File: config.mk
export PLATFORM = sky130hd
export DESIGN_NAME = uniform_rejection_sampler_12bit
export DESIGN_NICKNAME = d
export VERILOG_FILES = /design/src/rtl/core/urs_pkg.sv /design/src/rtl/core/urs_front.sv /design/src/rtl/core/urs_queue.sv /design/src/rtl/core/urs_back.sv /design/src/rtl/core/uniform_rejection_sampler_12bit.sv
export SDC_FILE = /design/constraint.sdc
export NUM_CORES = 1
export LEC_CHECK = 0
export BUFFER_PORTS_ARGS = -buffer_cell sky130_fd_sc_hd__buf_2
export CELL_PAD_IN_SITES_DETAIL_PLACEMENT = 2
export CELL_PAD_IN_SITES_GLOBAL_PLACEMENT = 2
export CORE_MARGIN = 2
export CORE_UTILIZATION = 50
export CTS_BUF_LIST = sky130_fd_sc_hd__clkbuf_4 sky130_fd_sc_hd__clkbuf_8
export CTS_CLUSTER_DIAMETER = 80
export DETAILED_ROUTE_END_ITERATION = 16
export MAX_ROUTING_LAYER = met4
export PLACE_DENSITY = 0.88
export SLEW_MARGIN = 25
export SYNTH_ARGS = -nofsm -noshare
export SYNTH_HDL_FRONTEND = slang
export SYNTH_SLANG_ARGS = --single-unit
export TNS_END_PERCENT = 100
File: constraint.sdc
create_clock -name clk -period 17.55 [get_ports clk]
set_clock_uncertainty 0.15 [all_clocks]
set_input_delay 0.8775 -clock clk [delete_from_list [all_inputs] [get_ports clk]]
set_output_delay 0.8775 -clock clk [all_outputs]
set_load 0.05 [all_outputs]
File: src/rtl/core/urs_pkg.sv
// ----------------------------------------------------------------------------
// urs_pkg
// Shared widths, register indexes and job types for the 12-bit uniform
// rejection sampler.
// ----------------------------------------------------------------------------
package urs_pkg;

  localparam int BYTE_W     = 8;
  localparam int COEFF_W    = 12;
  localparam int BOUND_W    = 13;
  localparam int CNT_W      = 9;
  localparam int IDX_W      = 8;
  localparam int MAX_COEFFS = 256;

  localparam int QDEPTH     = 4;
  localparam int QPTR_W     = 2;
  localparam int QCNT_W     = 3;

  localparam logic [BOUND_W-1:0] BOUND_RESET = 13'd3329;
  localparam logic [CNT_W-1:0]   COUNT_RESET = 9'd256;

  localparam logic REG_ACCEPT_BOUND = 1'b0;
  localparam logic REG_COEFF_COUNT  = 1'b1;

  typedef struct packed {
    logic [COEFF_W-1:0] value;
    logic [IDX_W-1:0]   index;
    logic               done;
  } slot_t;

  // One third byte's worth of kept coefficients: slot0 always present,
  // slot1 present when two is set.
  typedef struct packed {
    slot_t slot0;
    slot_t slot1;
    logic  two;
  } job_t;

  typedef struct packed {
    logic full;
    logic empty;
  } q_stat_t;

endpackage

File: src/rtl/core/urs_front.sv
// ----------------------------------------------------------------------------
// urs_front
// Accepts stream bytes, tracks the triple phase and the kept count, and
// classifies each completed triple into a job for the back end.
// ----------------------------------------------------------------------------
module urs_front import urs_pkg::*; (
  input  logic                clk,
  input  logic                rst_n,
  input  logic                cfg_we,
  input  logic                cfg_index,
  input  logic [BOUND_W-1:0]  cfg_wdata,
  input  logic                in_valid,
  output logic                in_stall,
  input  logic [BYTE_W-1:0]   in_data_byte,
  input  logic                in_start_poly,
  input  q_stat_t             q_stat,
  output logic                push,
  output job_t                push_job
);

  localparam logic [1:0] PH_FIRST  = 2'd0;
  localparam logic [1:0] PH_SECOND = 2'd1;
  localparam logic [1:0] PH_THIRD  = 2'd2;

  logic [BOUND_W-1:0] bound_r;
  logic [CNT_W-1:0]   coeff_count_r;
  logic [1:0]         phase_r, phase_nxt;
  logic [BYTE_W-1:0]  held1_r, held1_nxt;
  logic [BYTE_W-1:0]  held2_r, held2_nxt;
  logic [CNT_W-1:0]   count_r, count_nxt;

  logic               take;
  logic [CNT_W-1:0]   target;
  logic [CNT_W-1:0]   cnt_eff;
  logic [CNT_W-1:0]   cnt1;
  logic [1:0]         phase_eff;
  logic [COEFF_W-1:0] c0, c1;
  logic               k0, k1;
  logic               done_a, done_b;

  assign in_stall = q_stat.full;
  assign take     = in_valid && !in_stall;

  always_comb begin
    target    = (coeff_count_r > CNT_W'(MAX_COEFFS)) ? CNT_W'(MAX_COEFFS) : coeff_count_r;
    cnt_eff   = in_start_poly ? '0 : count_r;
    phase_eff = in_start_poly ? PH_FIRST : phase_r;
    c0        = {held2_r[3:0], held1_r};
    c1        = {in_data_byte, held2_r[7:4]};
    k0        = {1'b0, c0} < bound_r;
    cnt1      = cnt_eff + CNT_W'(k0);
    k1        = (cnt1 < target) && ({1'b0, c1} < bound_r);
    done_a    = ({1'b0, cnt_eff} + (CNT_W+1)'(1)) >= {1'b0, target};
    done_b    = ({1'b0, cnt1} + (CNT_W+1)'(1)) >= {1'b0, target};

    phase_nxt = phase_r;
    held1_nxt = held1_r;
    held2_nxt = held2_r;
    count_nxt = count_r;
    push      = 1'b0;

    push_job.slot1.value = c1;
    push_job.slot1.index = cnt1[IDX_W-1:0];
    push_job.slot1.done  = done_b;
    push_job.two         = k0 && k1;
    if (k0) begin
      push_job.slot0.value = c0;
      push_job.slot0.index = cnt_eff[IDX_W-1:0];
      push_job.slot0.done  = done_a;
    end else begin
      push_job.slot0.value = c1;
      push_job.slot0.index = cnt_eff[IDX_W-1:0];
      push_job.slot0.done  = done_a;
    end

    if (take) begin
      count_nxt = cnt_eff;
      phase_nxt = phase_eff;
      if (cnt_eff < target) begin
        case (phase_eff)
          PH_FIRST: begin
            held1_nxt = in_data_byte;
            phase_nxt = PH_SECOND;
          end
          PH_SECOND: begin
            held2_nxt = in_data_byte;
            phase_nxt = PH_THIRD;
          end
          default: begin
            phase_nxt = PH_FIRST;
            count_nxt = cnt1 + CNT_W'(k1);
            push      = k0 || k1;
          end
        endcase
      end
    end
  end

  always_ff @(posedge clk) begin
    if (!rst_n) begin
      bound_r       <= BOUND_RESET;
      coeff_count_r <= COUNT_RESET;
      phase_r       <= PH_FIRST;
      held1_r       <= '0;
      held2_r       <= '0;
      count_r       <= '0;
    end else begin
      if (cfg_we) begin
        case (cfg_index)
          REG_ACCEPT_BOUND: bound_r       <= cfg_wdata;
          REG_COEFF_COUNT:  coeff_count_r <= cfg_wdata[CNT_W-1:0];
          default: ;
        endcase
      end
      phase_r <= phase_nxt;
      held1_r <= held1_nxt;
      held2_r <= held2_nxt;
      count_r <= count_nxt;
    end
  end

endmodule

File: src/rtl/core/urs_queue.sv
// ----------------------------------------------------------------------------
// urs_queue
// Short job queue between the classifying front end and the emitting back
// end.
// ----------------------------------------------------------------------------
module urs_queue import urs_pkg::*; (
  input  logic    clk,
  input  logic    rst_n,
  input  logic    push,
  input  job_t    push_job,
  input  logic    pop,
  output job_t    head,
  output q_stat_t q_stat
);

  job_t              mem_r [QDEPTH];
  logic [QPTR_W-1:0] wr_ptr_r, rd_ptr_r;
  logic [QCNT_W-1:0] fill_r;

  assign q_stat.full  = (fill_r == QCNT_W'(QDEPTH));
  assign q_stat.empty = (fill_r == '0);
  assign head         = mem_r[rd_ptr_r];

  always_ff @(posedge clk) begin
    if (push) begin
      mem_r[wr_ptr_r] <= push_job;
    end
  end

  always_ff @(posedge clk) begin
    if (!rst_n) begin
      wr_ptr_r <= '0;
      rd_ptr_r <= '0;
      fill_r   <= '0;
    end else begin
      if (push) wr_ptr_r <= wr_ptr_r + QPTR_W'(1);
      if (pop)  rd_ptr_r <= rd_ptr_r + QPTR_W'(1);
      fill_r <= fill_r + QCNT_W'(push) - QCNT_W'(pop);
    end
  end

endmodule

File: src/rtl/core/urs_back.sv
// ----------------------------------------------------------------------------
// urs_back
// Drains jobs from the queue and issues one coefficient per cycle through
// the output register while out_stall is low.
// ----------------------------------------------------------------------------
module urs_back import urs_pkg::*; (
  input  logic               clk,
  input  logic               rst_n,
  input  job_t               head,
  input  q_stat_t            q_stat,
  output logic               pop,
  output logic               out_valid,
  input  logic               out_stall,
  output logic [COEFF_W-1:0] out_coeff_value,
  output logic [IDX_W-1:0]   out_coeff_index,
  output logic               out_poly_done,
  output logic               out_run_last
);

  logic  valid_r;
  logic  sel_r, sel_nxt;
  slot_t slot_r;
  logic  last_r;
  logic  can_load;
  logic  last_slot;
  slot_t cur;

  assign can_load  = !valid_r || !out_stall;
  assign last_slot = sel_r || !head.two;
  assign cur       = sel_r ? head.slot1 : head.slot0;
  assign pop       = can_load && !q_stat.empty && last_slot;

  always_comb begin
    sel_nxt = sel_r;
    if (can_load && !q_stat.empty) begin
      sel_nxt = !last_slot;
    end
  end

  always_ff @(posedge clk) begin
    if (can_load) begin
      slot_r <= cur;
      last_r <= last_slot;
    end
  end

  always_ff @(posedge clk) begin
    if (!rst_n) begin
      valid_r <= 1'b0;
      sel_r   <= 1'b0;
    end else begin
      if (can_load) valid_r <= !q_stat.empty;
      sel_r <= sel_nxt;
    end
  end

  assign out_valid       = valid_r;
  assign out_coeff_value = slot_r.value;
  assign out_coeff_index = slot_r.index;
  assign out_poly_done   = slot_r.done;
  assign out_run_last    = last_r;

endmodule

File: src/rtl/core/uniform_rejection_sampler_12bit.sv
// ----------------------------------------------------------------------------
// uniform_rejection_sampler_12bit
// Rejection sampler for 12-bit coefficients from a pseudorandom byte stream.
// ----------------------------------------------------------------------------
// Takes one stream byte per cycle while in_stall is low. Every third byte of a
// triple yields up to two coefficients, which are queued as one job in a
// four-deep queue and leave through the output register at one coefficient
// per cycle while out_stall is low, so the input sustains one byte per cycle
// while the result side keeps pace; a result passes through the queue memory
// and then the output register. in_stall is raised only while that queue is
// full, i.e. when the result side has been stalled long enough to back it up.
module uniform_rejection_sampler_12bit import urs_pkg::*; (
  input  logic               clk,
  input  logic               rst_n,
  input  logic               cfg_we,
  input  logic               cfg_index,
  input  logic [BOUND_W-1:0] cfg_wdata,
  input  logic               in_valid,
  output logic               in_stall,
  input  logic [BYTE_W-1:0]  in_data_byte,
  input  logic               in_start_poly,
  output logic               out_valid,
  input  logic               out_stall,
  output logic [COEFF_W-1:0] out_coeff_value,
  output logic [IDX_W-1:0]   out_coeff_index,
  output logic               out_poly_done,
  output logic               out_run_last
);

  q_stat_t q_stat;
  logic    push;
  logic    pop;
  job_t    push_job;
  job_t    head;

  urs_front u_front (
    .clk           (clk),
    .rst_n         (rst_n),
    .cfg_we        (cfg_we),
    .cfg_index     (cfg_index),
    .cfg_wdata     (cfg_wdata),
    .in_valid      (in_valid),
    .in_stall      (in_stall),
    .in_data_byte  (in_data_byte),
    .in_start_poly (in_start_poly),
    .q_stat        (q_stat),
    .push          (push),
    .push_job      (push_job)
  );

  urs_queue u_queue (
    .clk      (clk),
    .rst_n    (rst_n),
    .push     (push),
    .push_job (push_job),
    .pop      (pop),
    .head     (head),
    .q_stat   (q_stat)
  );

  urs_back u_back (
    .clk             (clk),
    .rst_n           (rst_n),
    .head            (head),
    .q_stat          (q_stat),
    .pop             (pop),
    .out_valid       (out_valid),
    .out_stall       (out_stall),
    .out_coeff_value (out_coeff_value),
    .out_coeff_index (out_coeff_index),
    .out_poly_done   (out_poly_done),
    .out_run_last    (out_run_last)
  );

  a_no_push_full: assert property (@(posedge clk) disable iff (!rst_n)
    push |-> !q_stat.full)
    else $error("job pushed into full queue");

  a_pair_follows: assert property (@(posedge clk) disable iff (!rst_n)
    (out_valid && !out_stall && !out_run_last) |=> (out_valid && out_run_last))
    else $error("second coefficient of a pair missing");

  a_done_is_last: assert property (@(posedge clk) disable iff (!rst_n)
    (out_valid && out_poly_done) |-> out_run_last)
    else $error("coefficient issued after polynomial done");

endmodule
==> metrics <==
r2r worst-path depth=23; final hold vios=0; core area=0.02271 mm^2; first-pass GRT wire length=a little under 60 mm; outcome=completed; syn_area_per_cell=13.91 um^2; min-delay src=u_front.coeff_count_r[4]; CP most frequent cell=ha_1; largest net degree at the start of global routing=61; Min-Delay Endpoint=u_front.coeff_count_r[4]; detailed router's first-iteration violation count=595; Fmax=144.2 MHz; Hold Path Class=flip-flop to flip-flop; crit-path leading delay family=compound AO/OA/AOI/OAI gates; worst relative slew slack=0.2877; # DRC=0; die area=~0.024 mm^2; CTS Buffer Depth=3; hold-fix buffers at CTS=0; ys async rst share=0; ANT cells=0; crit path buf inv count=2; fin crit share=0.3950; WS Path Type=flip-flop to flip-flop; Gate Count Post-Synth=835; Cell Count, Final, Fillers Out=1221; worst endpoint required time=approximately 18 ns; Critical Path AT=7.27 ns; H-tree level count=2; Placed Cells=between 1000 and 1500; CP max FO=16; drt total wl=39.00 mm; Critical R2R Capture=u_front.count_r[8]; post-synthesis sequential area ratio=0.6049; Ports=52; reg-to-reg startpoint=u_front.bound_r[4]; post-DR wirelength/cell=between 30 and 40 um; CP max stage delay=0.69 ns; CP Capture Type=flip-flop; layout cells sized above 1=0.2190; Warnings, synthesis=0; area grow syn2layout=12.44%; clock latency on the worst-skew pair=between 0.5 and 0.6 ns; FF-to-FF setup slack=10.62 ns; Chip Width=156.4 um; DIE HEIGHT=156.4 um; Cell Area, Placed=0.01214 mm^2; startpoint types=flip-flop; synthesized net count=931; First-pass DRT Iterations=5; Port-buffer cells=51; Root Buffer=clkbuf_8; clk sinks=254; Leak=4.989 nW; TNS Setup=0 ns; Pwr Density=130.4 mW/mm^2; row count=55; CTS resizes=0; Final Critical Period=6.933 ns; GP Congestion=a little over 0.9; top_reg_cell synth=edfxtp_1; via count=7675; count of pins over their slew limit=0; post-route cell area=approximately 0.013 mm^2; max cap viols=0; dpl hpwl=23.66 mm; Post-Synthesis Cell Area=0.01162 mm^2; # Post-CTS Setup Buffers=0; overall routing resource usage=0.3409; Slew @ Worst Pin=roughly 1.1 ns; GRT overflow=0; Initial Utilization=0.5115; initial antenna violation count=0; unrepaired setup endpoints after global routing=no; Final nets=between 900 and 1000; Num CTS Buffers=42; register bit count reported by yosys=254; Final Core Density=0.5752; total power=between 1.5 and 2 mW; EDFF count, synth=194; Critical-path top delay cell=xor2_1; VDD IR-drop max=74.06 uV; vias per inst=about 6.3; final setup vio count=0; CP cell instances=inv_1, ha_1, o21ai_0, a2111oi_2, a211o_1, inv_2, ha_1, xor2_1, ha_1, nor2b_1, o21ai_0, nand2b_1, o21ai_0, o311ai_0, o2111a_1, a2111oi_2, o21a_1, ha_1, ha_1, and3_1, nand4_1, xor2_1, o2bb2ai_1; Hold Path Stages=2; CTS tree=built; clk slew on worst S/H paths=about 0.06 ns; synth unique cells=61; vias in the first global route=8675; Final ANT Viol Nets=0
## per-layer routing
layer / part of all wire / vias to the layer above / wire, um / global-route usage
li1: - / 3226 / - / -
met5: 0 / - / 0 / -
met3: 0.064 / 113 / 2494 / 0.06425
met2: 0.50 / 343 / 19350 / 0.5597
met1: 0.40 / 3993 / 15540 / 0.4150
met4: 0.041 / 0 / 1615 / 0.1477
## worst register-to-register path: cells and delay by family (launching register included)
kind / cells / cell delay [ns]
and+or+nand+nor: 4 / 0.78
adders and majority gates: 5 / 1.42
xor gates and xnor gates: 2 / 0.92
DFF: 1 / 0.38
AOI/OAI and AO/OA: 10 / 2.77
buffers and inverters: 2 / 0.44
## cell usage after synthesis, types with 3 or more instances
| cell type | n | area, um^2 |
|---|---|---|
| nor2b_1 | 33 | 206.5 |
| and2_1 | 16 | 100.1 |
| nand4_1 | 3 | 18.77 |
| nand3_1 | 5 | 25.02 |
| o2bb2ai_1 | 4 | 35.03 |
| a31oi_1 | 3 | 18.77 |
| inv_1 | 29 | 108.9 |
| ha_1 | 67 | 838.3 |
| a21oi_1 | 10 | 50.05 |
| o211ai_1 | 4 | 30.03 |
| o21a_1 | 9 | 67.56 |
| a21o_1 | 8 | 60.06 |
| nor3_1 | 5 | 25.02 |
| mux2_2 | 12 | 135.1 |
| and3_1 | 7 | 43.79 |
| o21ai_0 | 16 | 80.08 |
| dfxtp_1 | 60 | 1201 |
| xor2_1 | 14 | 122.6 |
| nand2_1 | 142 | 533.0 |
| nor2_1 | 10 | 37.54 |
| mux2i_1 | 18 | 180.2 |
| xnor2_1 | 19 | 166.4 |
| a22oi_1 | 4 | 30.03 |
| nand2b_1 | 8 | 50.05 |
| a21boi_0 | 23 | 172.7 |
| edfxtp_1 | 194 | 5826 |
| clkbuf_1 | 22 | 82.58 |
| buf_1 | 7 | 26.28 |
| mux4_2 | 43 | 968.4 |
## metrics by stage
stage / hold WS (ns) / setup slack [ns]
finish: 0.3234 / 10.62
global route: 0.3493 / 10.36
CTS: 0.3325 / 10.85
detailed placement: 0.3186 / 11.17
floorplan: 0.2747 / 11.98
global placement: 0.3068 / 11.52
## area by class of cell
| class | instances | area, um^2 |
|---|---|---|
| fillers | 2044 | 9648 |
| repair buffers | 56 | 295.3 |
| multi-input cells | 517 | 4357 |
| well taps | 285 | 356.6 |
| inverters | 31 | 116.4 |
| clock inverters | 24 | 207.7 |
| flip-flops and latches | 254 | 7029 |
| clock buffers | 54 | 699.4 |
## cells by family after synthesis
kind of cell | synth area share
xor gates and xnor gates | 0.02628
DFF | 0.6049
muxes | 0.1105
AOI/OAI and AO/OA | 0.06323
adders and majority gates | 0.07389
and+or+nand+nor | 0.09899
buffers and inverters | 0.02219
## sequential cells by signal, summed over array words and instances, names as in the netlist, named ones only
name                    flops
u_queue.fill_r              3
u_front.coeff_count_r       9
u_back.out_run_last         1
u_back.out_coeff_index      8
u_back.sel_r                1
u_back.out_valid            1
u_front.count_r             9
u_front.held1_r             8
u_queue.rd_ptr_r            2
u_back.out_coeff_value     12
u_front.bound_r            13
u_queue.wr_ptr_r            2
u_queue.mem_r             172
u_front.phase_r             2
u_back.out_poly_done        1
u_front.held2_r             8
## where the power goes
part	total [mW]	internal, mW	switching [mW]
combinational	0.408	0.133	0.275
sequential	0.717	0.694	0.0227
clock	0.578	0.310	0.268
total	1.70	1.14	0.566
## worst max-delay path by stage
stage                             from                    to  cells past startpoint  slack (ns)
CTS                 u_front.bound_r[4]    u_front.count_r[8]                     23       10.85
floorplan           u_front.bound_r[4]   u_queue.mem_r[0][0]                     21       11.98
detailed placement  u_front.bound_r[4]  u_queue.mem_r[0][19]                     18       11.17
global placement    u_front.bound_r[4]  u_queue.mem_r[1][19]                     18       11.52
finish              u_front.bound_r[4]    u_front.count_r[8]                     23       10.62
global route        u_front.bound_r[4]    u_front.count_r[8]                     23       10.36
## placed cells by master (no fill, tap or decap), types with 5 or more instances in the layout
cell | Yosys | routed
edfxtp_1 | 194 | 194
nand2_1 | 142 | 141
ha_1 | 67 | 67
dfxtp_1 | 60 | 58
buf_2 | 2 | 50
clkbuf_8 | 0 | 47
mux4_2 | 43 | 43
nor2b_1 | 33 | 31
inv_1 | 29 | 29
a21boi_0 | 23 | 23
xnor2_1 | 19 | 19
mux2i_1 | 18 | 18
o21ai_0 | 16 | 16
xor2_1 | 14 | 13
and2_1 | 16 | 12
mux2_2 | 12 | 12
clkinv_2 | 0 | 11
a21oi_1 | 10 | 10
nor2_1 | 10 | 10
o21a_1 | 9 | 9
nand2b_1 | 8 | 8
a21o_1 | 8 | 8
and3_1 | 7 | 7
clkinv_1 | 1 | 7
clkbuf_4 | 0 | 7
buf_4 | 0 | 6
nor3_1 | 5 | 5
nand3_1 | 5 | 5
Note: power is estimated with default switching activity, not from simulation.
